<file path="src/design/coapb1_pkg.sv">
// Shared types and constants of the block-wise upload collector.
// Depends on nothing; every design file refers to it by scoped names.
package coapb1_pkg;

  localparam int unsigned BODY_CAPACITY_MAX_DEF = 4096;
  localparam int unsigned CAP_RESET             = 4096;
  localparam logic [2:0]  SZX_RESET             = 3'd6;
  localparam logic [2:0]  SZX_BERT              = 3'd7;
  localparam int unsigned CFG_DATA_W            = 13;

  typedef enum logic [0:0] {
    CFG_IDX_CAPACITY = 1'b0,
    CFG_IDX_SZX      = 1'b1
  } cfg_idx_t;

  typedef enum logic [1:0] {
    ST_OK          = 2'd0,
    ST_BAD_MSG     = 2'd1,
    ST_UNEXP_BLOCK = 2'd2,
    ST_NO_SPACE    = 2'd3
  } status_t;

  typedef struct packed {
    logic        option_present;
    logic [19:0] blk_num;
    logic        more_flag;
    logic [2:0]  size_exponent;
    logic        payload_present;
    logic [15:0] payload_length;
  } in_item_t;

  typedef struct packed {
    status_t     status;
    logic        want_more;
    logic        write_enable;
    logic [31:0] write_offset;
    logic [15:0] write_length;
    logic        use_in_place;
    logic        body_done;
    logic [31:0] body_length;
    logic [19:0] ack_number;
    logic [2:0]  ack_szx;
    logic        ack_more;
  } out_item_t;

  // Transfer state carried from one request to the next
  typedef struct packed {
    logic [31:0] coll_off;
    logic [31:0] body_limit;
    logic [19:0] number;
    logic        more;
    logic [2:0]  szx;
  } xfer_state_t;

  // Register loads produced by the configuration decoder
  typedef struct packed {
    logic        cap_load;
    logic [31:0] cap_value;
    logic        szx_load;
    logic [2:0]  szx_value;
  } cfg_load_t;

endpackage

</file>
<file path="src/design/coapb1_cfg.sv">
// Configuration write decoder: saturates the capacity and forms state loads.
// Depends on coapb1_pkg.
module coapb1_cfg #(
  parameter int unsigned BODY_CAPACITY_MAX = coapb1_pkg::BODY_CAPACITY_MAX_DEF
) (
  input  logic                              cfg_we,
  input  coapb1_pkg::cfg_idx_t              cfg_index,
  input  logic [coapb1_pkg::CFG_DATA_W-1:0] cfg_wdata,
  output coapb1_pkg::cfg_load_t             load
);

  logic [31:0] cap_raw;

  assign cap_raw = {{(32 - coapb1_pkg::CFG_DATA_W){1'b0}}, cfg_wdata};

  always_comb begin
    load           = '0;
    load.cap_value = (cap_raw > 32'(BODY_CAPACITY_MAX)) ? 32'(BODY_CAPACITY_MAX) : cap_raw;
    load.szx_value = cfg_wdata[2:0];
    if (cfg_we) begin
      unique case (cfg_index)
        coapb1_pkg::CFG_IDX_CAPACITY: load.cap_load = 1'b1;
        coapb1_pkg::CFG_IDX_SZX:      load.szx_load = 1'b1;
        default:                      load.cap_load = 1'b0;
      endcase
    end
  end

endmodule

</file>
<file path="src/design/coapb1_state.sv">
// Transfer state registers: updated per processed request or by config loads.
// Depends on coapb1_pkg.
module coapb1_state #(
  parameter int unsigned BODY_CAPACITY_MAX = coapb1_pkg::BODY_CAPACITY_MAX_DEF
) (
  input  logic                    clk,
  input  logic                    rst_n,
  input  logic                    upd,
  input  coapb1_pkg::xfer_state_t nxt,
  input  coapb1_pkg::cfg_load_t   load,
  output coapb1_pkg::xfer_state_t cur
);

  localparam int unsigned CapReset =
    (coapb1_pkg::CAP_RESET > BODY_CAPACITY_MAX) ? BODY_CAPACITY_MAX : coapb1_pkg::CAP_RESET;

  coapb1_pkg::xfer_state_t st_r;
  coapb1_pkg::xfer_state_t st_nxt;

  always_comb begin
    st_nxt = st_r;
    if (upd) begin
      st_nxt = nxt;
    end
    if (load.cap_load) begin
      st_nxt.body_limit = load.cap_value;
    end
    if (load.szx_load) begin
      st_nxt.szx = load.szx_value;
    end
  end

  always_ff @(posedge clk) begin
    if (!rst_n) begin
      st_r.coll_off   <= '0;
      st_r.body_limit <= 32'(CapReset);
      st_r.number     <= '0;
      st_r.more       <= 1'b0;
      st_r.szx        <= coapb1_pkg::SZX_RESET;
    end else begin
      st_r <= st_nxt;
    end
  end

  assign cur = st_r;

endmodule

</file>
<file path="src/design/coapb1_eval.sv">
// Single-pass evaluation of one request against the transfer state.
// Depends on coapb1_pkg.
module coapb1_eval (
  input  coapb1_pkg::in_item_t    item,
  input  coapb1_pkg::xfer_state_t cur,
  output coapb1_pkg::out_item_t   res,
  output coapb1_pkg::xfer_state_t nxt
);

  logic        bert;
  logic [10:0] blk_size;
  logic [3:0]  shamt;
  logic        size_bad;
  logic [31:0] blk_off;
  logic [31:0] coll0;
  logic [31:0] total;
  logic [2:0]  szx_eff;
  logic        second_blk;

  assign bert     = (item.size_exponent == coapb1_pkg::SZX_BERT);
  assign blk_size = bert ? 11'd1024 : (11'd16 << item.size_exponent);
  assign shamt    = bert ? 4'd10 : ({1'b0, item.size_exponent} + 4'd4);
  assign size_bad = bert ? (item.more_flag && (item.payload_length[9:0] != 10'd0))
                         : ((item.more_flag && (item.payload_length != {5'd0, blk_size}))
                            || (item.payload_length > {5'd0, blk_size}));
  assign blk_off  = {12'd0, item.blk_num} << shamt;
  // Block zero restarts the transfer
  assign coll0    = (item.blk_num == 20'd0) ? 32'd0 : cur.coll_off;
  assign total    = coll0 + {16'd0, item.payload_length};
  assign second_blk = (coll0 != 32'd0) && (cur.number == 20'd0);
  assign szx_eff  = second_blk ? item.size_exponent : cur.szx;

  always_comb begin
    res        = '0;
    res.status = coapb1_pkg::ST_OK;
    nxt        = cur;
    if (!item.payload_present || !item.option_present) begin
      if (cur.coll_off != 32'd0) begin
        res.status = coapb1_pkg::ST_BAD_MSG;
      end else begin
        nxt.number    = '0;
        nxt.more      = 1'b0;
        res.body_done = 1'b1;
        // Length without a payload: body taken as empty
        if (item.payload_present || (item.payload_length == 16'd0)) begin
          if (cur.body_limit != 32'd0) begin
            res.use_in_place = 1'b1;
            nxt.body_limit   = {16'd0, item.payload_length};
          end
          nxt.coll_off    = {16'd0, item.payload_length};
          res.body_length = {16'd0, item.payload_length};
        end
      end
    end else if (size_bad) begin
      res.status = coapb1_pkg::ST_BAD_MSG;
    end else begin
      nxt.coll_off = coll0;
      if (coll0 != blk_off) begin
        res.status = coapb1_pkg::ST_UNEXP_BLOCK;
      end else if (second_blk && (item.size_exponent > cur.szx)) begin
        res.status = coapb1_pkg::ST_BAD_MSG;
      end else if ((coll0 != 32'd0) && (cur.number != 20'd0)
                   && (item.size_exponent != cur.szx)) begin
        res.status = coapb1_pkg::ST_BAD_MSG;
      end else begin
        // A size adopted on the second block stays even on no space
        nxt.szx = szx_eff;
        if (cur.body_limit != 32'd0) begin
          if (!item.more_flag && (coll0 == 32'd0)) begin
            res.use_in_place = 1'b1;
          end else if (total > cur.body_limit) begin
            res.status = coapb1_pkg::ST_NO_SPACE;
          end else begin
            res.write_enable = 1'b1;
            res.write_offset = coll0;
            res.write_length = item.payload_length;
          end
          if ((res.status == coapb1_pkg::ST_OK) && !item.more_flag) begin
            nxt.body_limit = total;
          end
        end
        if (res.status == coapb1_pkg::ST_OK) begin
          nxt.coll_off   = total;
          nxt.number     = item.blk_num;
          nxt.more       = item.more_flag;
          res.want_more  = item.more_flag;
          res.ack_number = item.blk_num;
          res.ack_szx    = szx_eff;
          res.ack_more   = item.more_flag;
          if (!item.more_flag) begin
            res.body_done   = 1'b1;
            res.body_length = total;
          end
        end
      end
    end
  end

endmodule

</file>
<file path="src/design/coap_block1_collector_unit.sv">
// Block-wise upload collector, top level: beat registers, handshake and state.
// Depends on coapb1_pkg, coapb1_cfg, coapb1_state and coapb1_eval.
//
// Each input beat is one received request's block option and payload length;
// each output beat is the answer: status, continue flag, DMA write window,
// body completion and the acknowledgement option. An accepted beat lands in an
// input register, is evaluated combinationally against the transfer state and is
// written to the output register, which drives out_valid and out_data; one beat
// is taken every cycle as long as the output side is not stalled. The output
// register decouples the sides: a new beat is taken while a finished result
// waits, and in_stall rises only while both registers are full and the output
// is stalled. Write configuration only while no beat is in flight; a
// capacity write reloads the body limit (saturated to BODY_CAPACITY_MAX) and a
// size write reloads the stored block size exponent. There is no memory and
// no clearing pass after reset.
module coap_block1_collector_unit #(
  parameter int unsigned BODY_CAPACITY_MAX = coapb1_pkg::BODY_CAPACITY_MAX_DEF
) (
  input  logic                              clk,
  input  logic                              rst_n,
  input  logic                              in_valid,
  output logic                              in_stall,
  input  coapb1_pkg::in_item_t              in_data,
  output logic                              out_valid,
  input  logic                              out_stall,
  output coapb1_pkg::out_item_t             out_data,
  input  logic                              cfg_we,
  input  coapb1_pkg::cfg_idx_t              cfg_index,
  input  logic [coapb1_pkg::CFG_DATA_W-1:0] cfg_wdata
);

  logic                    in_v_r;
  coapb1_pkg::in_item_t    in_r;
  logic                    out_v_r;
  coapb1_pkg::out_item_t   out_r;
  logic                    adv;
  logic                    in_take;
  coapb1_pkg::out_item_t   res;
  coapb1_pkg::xfer_state_t st_cur;
  coapb1_pkg::xfer_state_t st_nxt;
  coapb1_pkg::cfg_load_t   cfg_load;

  // Advance the held beat when the output register is free or being drained
  assign adv      = in_v_r && (!out_v_r || !out_stall);
  assign in_stall = in_v_r && !adv;
  assign in_take  = in_valid && !in_stall;

  always_ff @(posedge clk) begin
    if (!rst_n) begin
      in_v_r  <= 1'b0;
      out_v_r <= 1'b0;
    end else begin
      if (in_take) begin
        in_v_r <= 1'b1;
      end else if (adv) begin
        in_v_r <= 1'b0;
      end
      if (adv) begin
        out_v_r <= 1'b1;
      end else if (out_v_r && !out_stall) begin
        out_v_r <= 1'b0;
      end
    end
  end

  // Payload registers: hold while stalled
  always_ff @(posedge clk) begin
    if (in_take) begin
      in_r <= in_data;
    end
    if (adv) begin
      out_r <= res;
    end
  end

  coapb1_cfg #(
    .BODY_CAPACITY_MAX(BODY_CAPACITY_MAX)
  ) u_cfg (
    .cfg_we   (cfg_we),
    .cfg_index(cfg_index),
    .cfg_wdata(cfg_wdata),
    .load     (cfg_load)
  );

  coapb1_eval u_eval (
    .item(in_r),
    .cur (st_cur),
    .res (res),
    .nxt (st_nxt)
  );

  // Commit the state change together with the result beat
  coapb1_state #(
    .BODY_CAPACITY_MAX(BODY_CAPACITY_MAX)
  ) u_state (
    .clk  (clk),
    .rst_n(rst_n),
    .upd  (adv),
    .nxt  (st_nxt),
    .load (cfg_load),
    .cur  (st_cur)
  );

  assign out_valid = out_v_r;
  assign out_data  = out_r;

endmodule

</file>
<file path="config.mk">
export PLATFORM = sky130hd
export DESIGN_NAME = coap_block1_collector_unit
export DESIGN_NICKNAME = d
export VERILOG_FILES = /design/src/design/coapb1_pkg.sv /design/src/design/coapb1_cfg.sv /design/src/design/coapb1_state.sv /design/src/design/coapb1_eval.sv /design/src/design/coap_block1_collector_unit.sv
export SDC_FILE = /design/constraint.sdc
export NUM_CORES = 1
export LEC_CHECK = 0
export BUFFER_PORTS_ARGS = -buffer_cell sky130_fd_sc_hd__buf_2
export CORE_ASPECT_RATIO = 1.5
export CORE_UTILIZATION = 35
export CTS_CLUSTER_SIZE = 14
export DETAILED_ROUTE_END_ITERATION = 7
export MAX_ROUTING_LAYER = met4
export SLEW_MARGIN = 20
export SYNTH_ARGS = -nofsm -noshare
export SYNTH_HDL_FRONTEND = slang
export SYNTH_SLANG_ARGS = --single-unit
export TNS_END_PERCENT = 50
</file>
<file path="constraint.sdc">
create_clock -name clk -period 7.3 [get_ports clk]
set_clock_uncertainty 0.2 [all_clocks]
set_input_delay 1.46 -clock clk [delete_from_list [all_inputs] [get_ports clk]]
set_output_delay 1.46 -clock clk [all_outputs]
set_load 0.1 [all_outputs]
</file>
==> impl_metrics.py <==
metrics = {
    "place": {
        "finalWeightedCongestion": 0.962,
        "detailed_place_hpwl_mm": 33.7,
        "port-buffer-count": 172,
        "place_ws_ns": -0.131,
        "place_inst": 2018,
    },
    "floorplanning": {
        "coreArea_sq_um": 38400,
        "floorplan.initialDensity": 0.355,
        "io-pin-count": 173,
        "row_count": 88,
        "die_w_um": 163,
        "fp.dieH_um": 244,
        "die-area_sq_um": 39800,
    },
    "power": {
        "power.density_nw_per_um2": 224,
        "vdd_ir_drop_max_mv": 0.166,
        "static-leakage-power_nw": 6.25,
    },
    "synthesis": {
        "post_synth_main_area_contributors": "edfxtp_1 (33%), dfxtp_1 (13%), ha_1 (5.3%)",
        "post_synth.cell_area_avg_sq_um": 9.97,
        "yosys_warnings": 0,
        "yosysSeqAreaShare": 0.463,
        "synth-edff-count": 151,
        "synth-async-reset-ratio": 0,
        "netlist_instances": 1370,
        "synth_top_area_share": 0.332,
        "synth-main-ff-cell": "edfxtp_1",
        "mappedNetlistArea_sq_um": 13700,
        "postSynthRegisterBits": 240,
        "yosys.area.top_type": "edfxtp_1",
        "count_of_different_cell_masters_after_synthesis": 89,
    },
    "timing": {
        "slew_headroom": 0.369,
        "hold_violations": 0,
        "worstMarginPinSlew_ns": 0.946,
        "report.final.setup_viol": 0,
        "max_freq_ghz": 0.145,
        "final_max_slew_viol_count": 0,
        "period_minus_slack_ns": 6.89,
        "finalWorstSetupSlack_ns": 0.412,
        "period_share": 0.944,
    },
    "global_route": {
        "global_route.peak_usage_layer": "met2",
        "grt_start_max_net_pins": 87,
        "globalRoute.totalOverflow": 0,
        "total_global_route_track_usage": 0.232,
        "grtUsageMet1": 0.250,
        "use_met2": 0.411,
        "grt_pass1_vias": 11600,
        "grt_pass1_wl_mm": 68.3,
        "initial_antenna_violation_count": 1,
        "groute.layer.met3.usage": 0.0252,
    },
    "route": {
        "vias": 11600,
        "routed_via_density": 5.61,
        "drtAntennaViolNets": 0,
        "drt_iter0_markers": 967,
        "avgRoutedWirePerCell_um": 21.8,
        "detail_route.drc_violations": 0,
        "drt_first_pass_iters": 5,
        "totalWireLength_mm": 45.0,
    },
    "setup_path": {
        "critPathMaxFanout": 15,
        "worst_ep_arrival_ns": 7.10,
        "critPathTopFamily": "simple AND/OR/NAND/NOR gates",
        "max_stage_delay_ns": 0.57,
        "crit_required_ns": 7.51,
        "reg2reg_slack_ns": 0.41,
        "cp-end-kind": "register",
        "timing.critical_path.buf_inv": 3,
        "critical_path.slowest_cell": "and3_1",
        "rr_endpoint": "out_data[37]",
        "reg2reg_from": "in_r[24]",
        "critPathKind": "register to register",
        "setup.worst_path.start_class": "register",
        "reg2regPathDepth": 28,
    },
    "cells_and_area": {
        "multiInputGateArea_sq_um": 6760,
        "area.growth.synth_to_final_pct": 18.8,
        "antenna-diode-count": 0,
        "sequential_cell_area_sq_um": 6320,
        "fill_count": 3696,
        "layout.cells.most_common": "buf_2",
        "final_layout_size_suffix_gt1_frac": 0.216,
        "fin_nets": 1671,
        "mostFrequentLayoutCells": "buf_2 (172), edfxtp_1 (151), nor2_1 (91), dfxtp_1 (89), nand2_1 (86)",
        "final_cells": 2063,
    },
    "status": {
        "run_status": "completed",
    },
    "cts": {
        "clk_root_buffer_cell": "clkbuf_16",
        "cts.htree.levels": 1,
        "clock_tree.buffer_depth": 3,
        "cts.sink_count": 240,
        "worst_skew_pair.late_latency_ns": 0.55,
        "worst_setup_hold_path_clk_slew_ns": 0.07,
        "tritoncts": "done",
        "total_clock_buffers_created_by_cts": 25,
    },
    "hold_path": {
        "holdPathStages": 2,
        "hold_path_class": "register to register",
        "worstHoldStart": "u_state.cur[18]",
        "whs_endpoint": "u_state.cur[18]",
    },
    "job": {
        "cap_violations": 0,
    },
}
## sequential cells by signal, indices dropped and copies added (netlist names)
signal       count
out_data       109
u_state.cur     87
out_valid        1
in_v_r           1
in_r            42
## cell usage after synthesis (all sizes together), types with 16 or more instances
library cell	instances
edfxtp	151
nor2	94
dfxtp	89
nand2	87
nand3	75
and2	72
a21oi	65
clkbuf	60
ha	58
inv	57
o21ai	48
mux2i	44
nor4	38
buf	36
nor3	33
a211oi	32
a22o	23
nor2b	22
and3	21
xnor2	21
nand4	17
mux2	16
## worst max path at each step
| stage | startpoint | end | slack [ns] | cells past startpoint |
|---|---|---|---|---|
| 3_3_place_gp | in_r[24] | u_state.cur[26] | -0.03 | 25 |
| 4_1_cts | in_r[24] | u_state.cur[26] | 0.01 | 25 |
| 6_report | in_r[24] | out_data[37] | 0.41 | 28 |
| 3_5_place_dp | in_r[24] | u_state.cur[26] | -0.13 | 25 |
| 2_1_floorplan | in_r[21] | out_data[25] | 0.54 | 29 |
| 5_1_grt | in_r[24] | u_state.cur[29] | -0.02 | 29 |
## worst register-to-register path: cells and delay by family, from the launching register on
| family | cells | cell delay [ns] |
|---|---|---|
| AO/OA/AOI/OAI | 10 | 2.18 |
| XOR/XNOR | 1 | 0.22 |
| adder cells (fa/ha/maj) | 3 | 0.94 |
| buffers and inverters | 3 | 0.48 |
| flip-flops | 1 | 0.39 |
| AND/OR/NAND/NOR | 11 | 2.36 |
## metal layers
metal / up-vias / wire length (um)
met3: 131 / 2000
met4: 0 / 2450
li1: 5460 / -
met1: 5582 / 17100
met5: - / 0
met2: 391 / 23400
## timing repair
item | 4_1_cts | 5_1_grt
hold buffers | 0 | 0
setup endpoints to repair | 62 | 166
buffers inserted | 0 | 1
gates resized for setup | 1 | 8
pin swaps | 0 | 1
endpoints found under the hold margin | 0 | 0
## power breakdown
group | leakage [nW] | total [W] | internal (W) | switching, W
logic | 3.71 | 0.000713 | 0.000191 | 0.000522
registers | 2.12 | 0.00154 | 0.00150 | 0.0000362
clock network | 0.418 | 0.00138 | 0.000817 | 0.000566
total | 6.25 | 0.00363 | 0.00251 | 0.00112
## cell families after synthesis
family / synth area share
AO/OA/AOI/OAI: 0.160
AND/OR/NAND/NOR: 0.197
multiplexers: 0.0529
adder cells (fa/ha/maj): 0.0546
flip-flops: 0.463
other: 0.000275
buffers and inverters: 0.0494
XOR/XNOR: 0.0231
## final cells by class
type                    count  share of cell area
clock inverters            13              0.0123
inverters                  57              0.0133
repair buffers            244              0.0897
clock buffers              31              0.0406
well taps                 495              0.0382
flip-flops and latches    240               0.389
multi-input cells         983               0.416
## stage by stage
| stage | total power, W | hold WS, ns | cell area [sq um] | TNS, ns | utilization |
|---|---|---|---|---|---|
| final | 0.00363 | 0.262 | 16200 | 0 | 0.422 |
| after global routing | 0.00376 | 0.278 | 16200 | -0.154 | 0.422 |
| after CTS | 0.00366 | 0.261 | 16200 | 0 | 0.421 |
| after detailed placement | 0.00227 | 0.249 | 15300 | -3.00 | 0.398 |
| after global placement | 0.00227 | 0.242 | 15300 | -0.0338 | 0.398 |
| after floorplan | 0.00208 | 0.234 | 13700 | 0 | - |
Note: power is estimated with default switching activity, not from simulation.
